$ cat src/rtl/mex_pkg.sv
// ----------------------------------------------------------------------------
// mex_pkg
// Types and constants shared by the modular exponentiation core.
// ----------------------------------------------------------------------------
package mex_pkg;

   localparam int DataWidth  = 31;
   localparam int CountWidth = $clog2(DataWidth);

   localparam logic [DataWidth-1:0] ModulusReset = 31'd1000000007;

   typedef enum logic [5:0] {
      S_IDLE       = 6'b000001,
      S_REDUCE_GO  = 6'b000010,
      S_REDUCE_WT  = 6'b000100,
      S_STEP       = 6'b001000,
      S_MUL_WT     = 6'b010000,
      S_FINISH     = 6'b100000
   } state_type;

   typedef enum logic [1:0] {
      SEL_REDUCE = 2'd0,
      SEL_ACC    = 2'd1,
      SEL_SQUARE = 2'd2
   } sel_type;

   typedef struct packed {
      logic    load;
      logic    mul_start;
      logic    write_back;
      sel_type sel;
      logic    out_load;
   } cmd_type;

   typedef struct packed {
      logic exp_zero;
      logic exp_odd;
      logic mul_done;
      logic mod_small;
      logic out_free;
   } status_type;

endpackage

$ cat src/rtl/mex_mulmod.sv
// ----------------------------------------------------------------------------
// mex_mulmod
// Bit-serial interleaved modular multiplier: one multiplier bit a cycle,
// MSB first, partial result kept below the modulus.
// ----------------------------------------------------------------------------
module mex_mulmod (
   input  logic                          clock,
   input  logic                          reset,
   input  logic                          start,
   input  logic [mex_pkg::DataWidth-1:0] op_a,
   input  logic [mex_pkg::DataWidth-1:0] op_b,
   input  logic [mex_pkg::DataWidth-1:0] modulus,
   output logic [mex_pkg::DataWidth-1:0] product,
   output logic                          done
);

   localparam int W = mex_pkg::DataWidth;

   logic [W-1:0]                   a_ff, a_in;
   logic [W-1:0]                   b_ff, b_in;
   logic [W-1:0]                   acc_ff, acc_in;
   logic [mex_pkg::CountWidth-1:0] count_ff, count_in;
   logic                           busy_ff, busy_in;
   logic                           done_ff, done_in;

   logic [W+1:0] sum;
   logic [W+1:0] m1;
   logic [W+1:0] m2;
   logic [W+1:0] red;

   always_comb begin
      sum = {1'b0, acc_ff, 1'b0} + (a_ff[W-1] ? {2'b00, b_ff} : '0);
      m1  = {2'b00, modulus};
      m2  = {1'b0, modulus, 1'b0};
      if (sum >= m2) begin
         red = sum - m2;
      end else if (sum >= m1) begin
         red = sum - m1;
      end else begin
         red = sum;
      end
   end

   always_comb begin
      a_in     = a_ff;
      b_in     = b_ff;
      acc_in   = acc_ff;
      count_in = count_ff;
      busy_in  = busy_ff;
      done_in  = 1'b0;
      if (start) begin
         a_in     = op_a;
         b_in     = op_b;
         acc_in   = '0;
         count_in = mex_pkg::CountWidth'(W - 1);
         busy_in  = 1'b1;
      end else if (busy_ff) begin
         acc_in   = red[W-1:0];
         a_in     = {a_ff[W-2:0], 1'b0};
         count_in = count_ff - 1'b1;
         if (count_ff == '0) begin
            busy_in = 1'b0;
            done_in = 1'b1;
         end
      end
   end

   always_ff @(posedge clock) begin
      if (reset) begin
         busy_ff  <= 1'b0;
         done_ff  <= 1'b0;
         count_ff <= '0;
      end else begin
         busy_ff  <= busy_in;
         done_ff  <= done_in;
         count_ff <= count_in;
      end
      a_ff   <= a_in;
      b_ff   <= b_in;
      acc_ff <= acc_in;
   end

   assign product = acc_ff;
   assign done    = done_ff;

endmodule

$ cat src/rtl/mex_datapath.sv
// ----------------------------------------------------------------------------
// mex_datapath
// Operand registers, modulus register, serial multiplier and result beat.
// ----------------------------------------------------------------------------
module mex_datapath (
   input  logic                          clock,
   input  logic                          reset,
   input  mex_pkg::cmd_type              cmd,
   output mex_pkg::status_type           status,
   input  logic [mex_pkg::DataWidth-1:0] req_base_value,
   input  logic [mex_pkg::DataWidth-1:0] req_exponent,
   input  logic                          csr_write,
   input  logic [mex_pkg::DataWidth-1:0] csr_modulus,
   input  logic                          rsp_stall,
   output logic                          rsp_valid,
   output logic [mex_pkg::DataWidth-1:0] rsp_power_result
);

   localparam int W = mex_pkg::DataWidth;

   logic [W-1:0] mod_ff, mod_in;
   logic [W-1:0] acc_ff, acc_in;
   logic [W-1:0] bas_ff, bas_in;
   logic [W-1:0] exp_ff, exp_in;
   logic         out_valid_ff, out_valid_in;
   logic [W-1:0] out_data_ff, out_data_in;

   logic [W-1:0] op_a;
   logic [W-1:0] op_b;
   logic [W-1:0] product;
   logic         mul_done;
   logic         mod_small;

   assign mod_small = (mod_ff < W'(2));

   always_comb begin
      case (cmd.sel)
         mex_pkg::SEL_REDUCE: begin
            op_a = bas_ff;
            op_b = W'(1);
         end
         mex_pkg::SEL_ACC: begin
            op_a = acc_ff;
            op_b = bas_ff;
         end
         mex_pkg::SEL_SQUARE: begin
            op_a = bas_ff;
            op_b = bas_ff;
         end
         default: begin
            op_a = bas_ff;
            op_b = bas_ff;
         end
      endcase
   end

   mex_mulmod u_mulmod (
      .clock   (clock),
      .reset   (reset),
      .start   (cmd.mul_start),
      .op_a    (op_a),
      .op_b    (op_b),
      .modulus (mod_ff),
      .product (product),
      .done    (mul_done)
   );

   always_comb begin
      mod_in       = csr_write ? csr_modulus : mod_ff;
      acc_in       = acc_ff;
      bas_in       = bas_ff;
      exp_in       = exp_ff;
      out_data_in  = out_data_ff;
      out_valid_in = out_valid_ff && rsp_stall;
      if (cmd.load) begin
         acc_in = W'(1);
         bas_in = req_base_value;
         exp_in = req_exponent;
      end
      if (cmd.write_back) begin
         case (cmd.sel)
            mex_pkg::SEL_REDUCE: bas_in = product;
            mex_pkg::SEL_ACC: begin
               acc_in = product;
               exp_in = exp_ff - 1'b1;
            end
            mex_pkg::SEL_SQUARE: begin
               bas_in = product;
               exp_in = {1'b0, exp_ff[W-1:1]};
            end
            default: bas_in = bas_ff;
         endcase
      end
      if (cmd.out_load) begin
         out_data_in  = mod_small ? '0 : acc_ff;
         out_valid_in = 1'b1;
      end
   end

   always_ff @(posedge clock) begin
      if (reset) begin
         mod_ff       <= mex_pkg::ModulusReset;
         out_valid_ff <= 1'b0;
      end else begin
         mod_ff       <= mod_in;
         out_valid_ff <= out_valid_in;
      end
      acc_ff      <= acc_in;
      bas_ff      <= bas_in;
      exp_ff      <= exp_in;
      out_data_ff <= out_data_in;
   end

   assign status.exp_zero  = (exp_ff == '0);
   assign status.exp_odd   = exp_ff[0];
   assign status.mul_done  = mul_done;
   assign status.mod_small = mod_small;
   assign status.out_free  = !out_valid_ff || !rsp_stall;

   assign rsp_valid        = out_valid_ff;
   assign rsp_power_result = out_data_ff;

endmodule

$ cat src/rtl/mex_control.sv
// ----------------------------------------------------------------------------
// mex_control
// Sequencer for square-and-multiply: picks multiply or square per step and
// hands the finished value to the result register.
// ----------------------------------------------------------------------------
module mex_control (
   input  logic                clock,
   input  logic                reset,
   input  logic                req_accept,
   input  mex_pkg::status_type status,
   output mex_pkg::cmd_type    cmd,
   output logic                idle
);

   mex_pkg::state_type state_ff, state_in;
   mex_pkg::sel_type   sel_ff, sel_in;

   always_comb begin
      state_in       = state_ff;
      sel_in         = sel_ff;
      cmd.load       = 1'b0;
      cmd.mul_start  = 1'b0;
      cmd.write_back = 1'b0;
      cmd.sel        = sel_ff;
      cmd.out_load   = 1'b0;
      case (state_ff)
         mex_pkg::S_IDLE: begin
            if (req_accept) begin
               cmd.load = 1'b1;
               state_in = mex_pkg::S_REDUCE_GO;
            end
         end
         mex_pkg::S_REDUCE_GO: begin
            if (status.mod_small) begin
               state_in = mex_pkg::S_FINISH;
            end else begin
               cmd.sel       = mex_pkg::SEL_REDUCE;
               cmd.mul_start = 1'b1;
               sel_in        = mex_pkg::SEL_REDUCE;
               state_in      = mex_pkg::S_REDUCE_WT;
            end
         end
         mex_pkg::S_REDUCE_WT, mex_pkg::S_MUL_WT: begin
            if (status.mul_done) begin
               cmd.write_back = 1'b1;
               state_in       = mex_pkg::S_STEP;
            end
         end
         mex_pkg::S_STEP: begin
            if (status.exp_zero) begin
               state_in = mex_pkg::S_FINISH;
            end else begin
               sel_in        = status.exp_odd ? mex_pkg::SEL_ACC : mex_pkg::SEL_SQUARE;
               cmd.sel       = sel_in;
               cmd.mul_start = 1'b1;
               state_in      = mex_pkg::S_MUL_WT;
            end
         end
         mex_pkg::S_FINISH: begin
            if (status.out_free) begin
               cmd.out_load = 1'b1;
               state_in     = mex_pkg::S_IDLE;
            end
         end
         default: state_in = mex_pkg::S_IDLE;
      endcase
   end

   always_ff @(posedge clock) begin
      if (reset) begin
         state_ff <= mex_pkg::S_IDLE;
         sel_ff   <= mex_pkg::SEL_REDUCE;
      end else begin
         state_ff <= state_in;
         sel_ff   <= sel_in;
      end
   end

   assign idle = (state_ff == mex_pkg::S_IDLE);

endmodule

$ cat src/rtl/modular_exponentiation_core.sv
// ----------------------------------------------------------------------------
// modular_exponentiation_core
// Base raised to an exponent modulo a programmable modulus, by
// square-and-multiply over a bit-serial modular multiplier.
//
//   channel  dir  handshake            payload
//   req      in   req_valid/req_stall  req_base_value, req_exponent
//   rsp      out  rsp_valid/rsp_stall  rsp_power_result
//   csr      in   csr_valid/csr_ready  csr_modulus
//
// One item at a time. Each modular multiply is a start, 31 serial steps and a
// write-back; an item takes one base reduction plus one multiply per set
// exponent bit and one square per halving, at most 61 steps.
// Reset sets the modulus to 1000000007 and clears the result beat.
// A stalled result waits in its register; the block stalls at the end of the
// next item until that register is free.
// ----------------------------------------------------------------------------
module modular_exponentiation_core (
   input  logic                          clock,
   input  logic                          reset,
   input  logic                          req_valid,
   output logic                          req_stall,
   input  logic [mex_pkg::DataWidth-1:0] req_base_value,
   input  logic [mex_pkg::DataWidth-1:0] req_exponent,
   output logic                          rsp_valid,
   input  logic                          rsp_stall,
   output logic [mex_pkg::DataWidth-1:0] rsp_power_result,
   input  logic                          csr_valid,
   output logic                          csr_ready,
   input  logic [mex_pkg::DataWidth-1:0] csr_modulus
);

   mex_pkg::cmd_type    cmd;
   mex_pkg::status_type status;
   logic                idle;
   logic                req_accept;

   assign req_stall  = !idle;
   assign req_accept = req_valid && idle;
   assign csr_ready  = 1'b1;

   mex_control u_control (
      .clock      (clock),
      .reset      (reset),
      .req_accept (req_accept),
      .status     (status),
      .cmd        (cmd),
      .idle       (idle)
   );

   mex_datapath u_datapath (
      .clock            (clock),
      .reset            (reset),
      .cmd              (cmd),
      .status           (status),
      .req_base_value   (req_base_value),
      .req_exponent     (req_exponent),
      .csr_write        (csr_valid && csr_ready),
      .csr_modulus      (csr_modulus),
      .rsp_stall        (rsp_stall),
      .rsp_valid        (rsp_valid),
      .rsp_power_result (rsp_power_result)
   );

endmodule

$ cat config.mk
export PLATFORM = sky130hd
export DESIGN_NAME = modular_exponentiation_core
export DESIGN_NICKNAME = d
export VERILOG_FILES = /design/src/rtl/mex_pkg.sv /design/src/rtl/mex_mulmod.sv /design/src/rtl/mex_datapath.sv /design/src/rtl/mex_control.sv /design/src/rtl/modular_exponentiation_core.sv
export SDC_FILE = /design/constraint.sdc
export NUM_CORES = 1
export LEC_CHECK = 0
export ABC_AREA = 0
export BUFFER_PORTS_ARGS = -buffer_cell sky130_fd_sc_hd__buf_4
export CORE_MARGIN = 2
export CORE_UTILIZATION = 25
export CTS_CLUSTER_SIZE = 16
export DETAILED_ROUTE_END_ITERATION = 8
export PLACE_DENSITY = 0.44
export SETUP_SLACK_MARGIN = 0.2
export SLEW_MARGIN = 20
export SYNTH_ARGS = -nofsm -noshare
export SYNTH_HDL_FRONTEND = slang
export SYNTH_SLANG_ARGS = --single-unit
$ cat constraint.sdc
create_clock -name clock -period 6.2 [get_ports clock]
set_input_delay 0.31 -clock clock [delete_from_list [all_inputs] [get_ports clock]]
set_output_delay 0.31 -clock clock [all_outputs]
set_load 0.01 [all_outputs]
After elaboration in Yosys (flattened, before gate mapping)
Index checks and enable logic that the tools add are counted.
{ "totals": {"register_bits": 264, "output_inout_bits": 34} }
{ "op_classes": {"add_sub_neg": 5, "n_lt_le_gt_ge": 3, "eq_ne": 12, "n_mux": 41, "n_bitwise": 1, "n_reduce_logical": 15} }
{ "op_table": {"columns": ["operator", "n"], "rows": [
  ["2-to-1 mux 31 bit", 13],
  ["case mux 31 bit (2 select lines)", 2],
  ["subtractor 31 bit", 2],
  ["adder 32 x 31 -> 33 bit", 1],
  [">= comparator 33 x 31 -> 1 bit", 1],
  [">= comparator 33 x 32 -> 1 bit", 1],
  ["zero test 31 bit", 1],
  ["< comparator 31 x 2 -> 1 bit, second input constant", 1],
  ["subtractor 31 x 1 -> 31 bit, second input constant", 1],
  ["2-to-1 mux 6 bit", 5],
  ["case mux 6 bit (5 select lines)", 1],
  ["2-to-1 mux 1 bit", 13],
  ["2-to-1 mux 5 bit", 2],
  ["== test 6 x 1 -> 1 bit, second input constant", 1],
  ["== test 6 x 2 -> 1 bit, second input constant", 1],
  ["== test 6 x 3 -> 1 bit, second input constant", 1],
  ["== test 6 x 4 -> 1 bit, second input constant", 1],
  ["== test 6 x 5 -> 1 bit, second input constant", 1],
  ["== test 6 bit, second input constant", 1],
  ["2-to-1 mux 2 bit", 3],
  ["OR reduction 2 bit", 3],
  ["zero test 5 bit", 1],
  ["subtractor 5 x 1 -> 5 bit, second input constant", 1],
  ["!= test 2 x 1 -> 1 bit, second input constant", 2],
  ["14 further kinds", 17]
]} }

Logic depth before layout (Yosys ltp)
{ "logic_depth": {"depth_word": 7, "ltp_mapped": 24} }

Cells and area by module
Synthesis repeated with hierarchy kept, for this count alone.
{ "hier_totals": {"cells_unflattened": 1850, "hier_area_um2": 17473.0} }
{ "by_module_without_submodules": {"columns": ["module", "n_inst", "cells_per_inst", "area_each_um2"], "rows": [
  ["mex_mulmod", 1, 1023, 9153.8],
  ["mex_datapath", 1, 768, 7850.0],
  ["mex_control", 1, 55, 447.9],
  ["modular_exponentiation_core", 1, 4, 21.3]
]} }

Worst setup path after synthesis
Ideal clock, no wire load.
{ "synth_path": {"path_kind": "register to register", "start": "register u_datapath.u_mulmod.a_ff[30]", "end": "register u_datapath.u_mulmod.acc_ff[10] (netlist: u_datapath.u_mulmod.product[10])", "setup_time_ps": 154, "arrival_ps": 5398, "required_ps": 6046, "slack_ps": 649, "stages_incl_launch_ff": 25, "period_less_slack_ps": 5551, "cell_sequence": "edfxtp_1 -> clkbuf_1 -> and2_1 -> ha_1 -> fa_1 -> a211oi_1 -> o21ai_0 -> a221oi_1 -> nand2_1 -> a21boi_0 -> o21ai_0 -> xor2_1 -> ha_1 -> clkbuf_1 -> and3_1 -> and3_1 -> a221o_1 -> a21oi_1 -> a21o_1 -> a22o_1 -> clkbuf_1 -> nand2_1 -> clkbuf_1 -> a21oi_1 -> a211oi_1"} }
{ "synth_via": {"elab_chain_cells": 5} }
{ "synth_lines": {"columns": ["element", "line_no", "source"], "rows": [
  ["start, declared", "mex_mulmod.sv:19", "logic [W-1:0] a_ff, a_in;"],
  ["start signal, assigned", "mex_mulmod.sv:78", "a_ff <= a_in;"],
  ["2-to-1 mux 31 bit (*)", "mex_mulmod.sv:32", "sum = {1'b0, acc_ff, 1'b0} + (a_ff[W-1] ? {2'b00, b_ff} : '0);"],
  ["adder 32 x 31 -> 33 bit (*)", "mex_mulmod.sv:32", null],
  ["subtractor 31 bit / >= comparator 33 x 31 -> 1 bit (equally long branches)", "mex_mulmod.sv:38, mex_mulmod.sv:37", null],
  ["2-to-1 mux 31 bit", "mex_mulmod.sv:37", "end else if (sum >= m1) begin"],
  ["2-to-1 mux 31 bit (*)", "mex_mulmod.sv:35", "if (sum >= m2) begin"],
  ["end signal, assigned", "mex_mulmod.sv:80", "acc_ff <= acc_in;"],
  ["end, declared", "mex_mulmod.sv:21", "logic [W-1:0] acc_ff, acc_in;"]
]} }
Every way passes the cells marked *; elsewhere a longest branch is shown, timed or not.
A chain may end at the register's enable or synchronous reset.

Worst setup path after layout
{ "layout_path": {"start": "register u_datapath.u_mulmod.a_ff[30]", "end": "register u_datapath.u_mulmod.acc_ff[0] (netlist: u_datapath.u_mulmod.product[0])"} }
The elaborated chain is that of the path after synthesis.

==> results.cfg <==
[setup_path]
path_buf_inv = 2
crit_cells = 22
path_cells = and2_1 -> ha_1 -> fa_1 -> a211oi_2 -> o21ai_2 -> a221oi_2 -> o211ai_1 -> nor4_2 -> nor3_1 -> a21oi_1 -> xnor2_1 -> buf_4 -> ha_1 -> nand3_1 -> or4_1 -> o21ai_0 -> nor4_2 -> a22o_1 -> buf_4 -> o21ai_0 -> mux2_2 -> a21oi_1
crit_family = compound AO/OA/AOI/OAI gates
worst_setup_path_end_kind = flop
timing.rr.start = u_datapath.u_mulmod.a_ff[30]
reg2regPathDepth = 22
max_stage_delay_ns = 0.52
crit_arrival_ns = 6.22
r2r_slack_ns = 0.49
path_max_fanout = 10
crit_path_start_kind = flop
worst-setup-path-type = flop to flop
cp.required_ns = 6.71
crit_path_end = u_datapath.u_mulmod.product[0]
worstSetupStartpoint = u_datapath.u_mulmod.a_ff[30]
crit_slowest_cell = or4_1
r2r-end = u_datapath.u_mulmod.product[0]

[job]
drv_cap = 0

[sta]
fin_crit_sh_pct = 92.0
worstMarginPinSlew_ns = 0.925
fin_skew_ns = 0.0127
setup_tns_ns = 0
maxSlewHeadroom_pct = 38.0
clock.fmax_ghz = 0.175
layout_min_cycle_time_ns = 5.71
fin_hold_ws_ns = 0.0329
setup_viol = 0
slew_viol_final = 0
hold_violations = 0
rsz0062_at_grt = yes
setup_ws_ns = 0.494

[final_layout]
fillers = 7160
layout.cells.most_common = nand2_1
drive_above_1_share_pct = 12.7
layout_common_cells = 192 x nand2_1, 186 x a21oi_1, 177 x buf_4, 140 x dfxtp_1, 128 x o21ai_0
utilization_pct = 30.6
diodes = 0
area_growth_pct = 21.5
finalNetCount = 2260

[status]
status = completed

[die]
io_pins = 132
std_cell_rows = 95
core_area_um2 = 67000
start_util_pct = 25.2
dieWidth_um = 264
die_y_um = 264
dieArea_um2 = 69700

[synthesis]
synthFlopType = dfxtp_1
ys_seq_area_share_pct = 38.6
yosysUniqueCellTypes = 71
syn_area_per_cell_um2 = 8.88
syn_area_um2 = 16900
synth_edf_count = 124
synth_seq_cells = 264
synth_nets = 2104
yosysWarnings = 0
async_flop_share_pct = 0
synth_cells = 1905

[grt]
antenna_found_initial = 0
grt_pass1_wl_mm = 84.6
grt_max_degree = 81
grt_pass1_vias = 14300
grt.total_usage_pct = 15.2
grt.overflow.total = 0

[cts]
cts_root_buf = clkbuf_16
clk_path_buf_depth = 3
cts_tree = done
cts_num_sinks = 264
htree_num_levels = 1
cts_made_buffers = 31
clkTransAtPathRegs_ns = 0.06
clock_latency_ns = 0.59

[placement]
portBuffers = 130
place_ws_ns = 0.0835
place_hpwl_mm = 41.3
gp_congestion = 0.889

[drt]
wire_per_inst_um = 18.3
dr.first_iter.drc_count = 982
routed_wl_mm = 54.2
drtAntennaViolNets = 0
num_vias = 14700
vias_per_cell = 4.97
route.detailed.drc = 0
first_pass_iters = 5

[pwr]
vdd_ir_drop_max_uv = 196
leakage_nw = 8.39
power_density_nw_per_um2 = 467

[hold_path]
min_path_type = input pin to flop
what timing repair did:
item                                   4_1_cts  5_1_grt
hold buffers                                48        0
buffers inserted                             0        4
setup endpoints to repair                   27       31
pin swaps                                    1        9
endpoints found under the hold margin       48        0
resized for setup                            3       24
layer usage:
metal | vias to the layer above | global-route usage [%] | routed length, um
met3 | 47 | 1.54 | 2210
li1 | 7293 | - | -
met1 | 7038 | 22.8 | 27600
met2 | 330 | 23.2 | 23400
met5 | - | 0 | 0
met4 | 0 | 3.32 | 980
stage by stage:
step / instance area (um^2) / total power [mW] / instances
finish: 20500 / 9.59 / 2959
floorplan: 16900 / 5.84 / 1905
detailed placement: 19000 / 7.60 / 2849
CTS: 20400 / 9.47 / 2955
global placement: 19000 / 7.65 / 2849
global route: 20500 / 10.2 / 2959
logic make-up (layout without fill, tap and decap cells):
group | after synthesis | count (layout) | share of synthesized area [%]
AO/OA/AOI/OAI | 562 | 562 | 20.8
XOR/XNOR | 106 | 106 | 5.49
adder cells (fa/ha/maj) | 101 | 101 | 7.61
buffers and inverters | 166 | 347 | 3.75
flip-flops | 264 | 264 | 38.6
multiplexers | 117 | 117 | 6.96
other | 1 | 1 | 0.0222
AND/OR/NAND/NOR | 588 | 588 | 16.8
final cells by class:
class / instances / area, um^2 / area share, %
clock buffer: 42 / 827 / 4.03
clock inverter: 16 / 131 / 0.640
multi-input combinational: 1475 / 9890 / 48.1
tap: 873 / 1090 / 5.32
inverter: 62 / 233 / 1.13
sequential: 264 / 6530 / 31.8
timing repair buffer: 227 / 1840 / 8.96
cells in the mapped netlist (23+ instances only):
master	n	area, um^2
nand2_1	194	728
a21oi_1	188	941
dfxtp_1	140	2800
o21ai_0	132	661
nor2_1	126	473
edfxtp_1	124	3720
mux2i_1	113	1130
ha_1	98	1230
clkbuf_1	91	342
nor2b_1	70	438
inv_1	62	233
xnor2_1	57	499
xor2_1	49	429
a21o_1	45	338
and2_1	35	219
nor3_1	35	175
o211ai_1	34	255
nand3_1	31	155
a211oi_1	30	225
a221oi_1	28	245
nor4_1	23	144
flip-flops by register name, summed over array words and instances, names as in the netlist, 31 cells and up:
name / count
u_datapath.bas_ff: 31
u_datapath.rsp_power_result: 31
u_datapath.u_mulmod.product: 31
u_datapath.u_mulmod.a_ff: 31
u_datapath.exp_ff: 31
u_datapath.acc_ff: 31
u_datapath.mod_ff: 31
u_datapath.u_mulmod.b_ff: 31
how the worst min path moves through the flow:
stage                                from               endpoint  slack [ns]  cells after the start
global placement    u_datapath.acc_ff[24]  u_datapath.acc_ff[24]        0.46                      2
detailed placement  u_datapath.acc_ff[25]  u_datapath.acc_ff[25]        0.47                      2
CTS                      req_exponent[21]  u_datapath.exp_ff[21]      0.0009                      3
finish                   req_exponent[21]  u_datapath.exp_ff[21]        0.03                      3
global route                    req_valid   u_datapath.acc_ff[0]        0.03                      3
floorplan                           reset  u_control.state_ff[3]        0.39                      1
power breakdown:
| group | switching (mW) | internal, mW |
|---|---|---|
| registers | 0.307 | 2.06 |
| clock network | 0.765 | 1.01 |
| logic | 3.29 | 2.15 |
worst min-delay path: stages:
cell and delay (ns):
buf_4 0.08, mux2i_1 0.05, a21oi_1 0.13
Note: power is estimated with default switching activity, not from simulation.
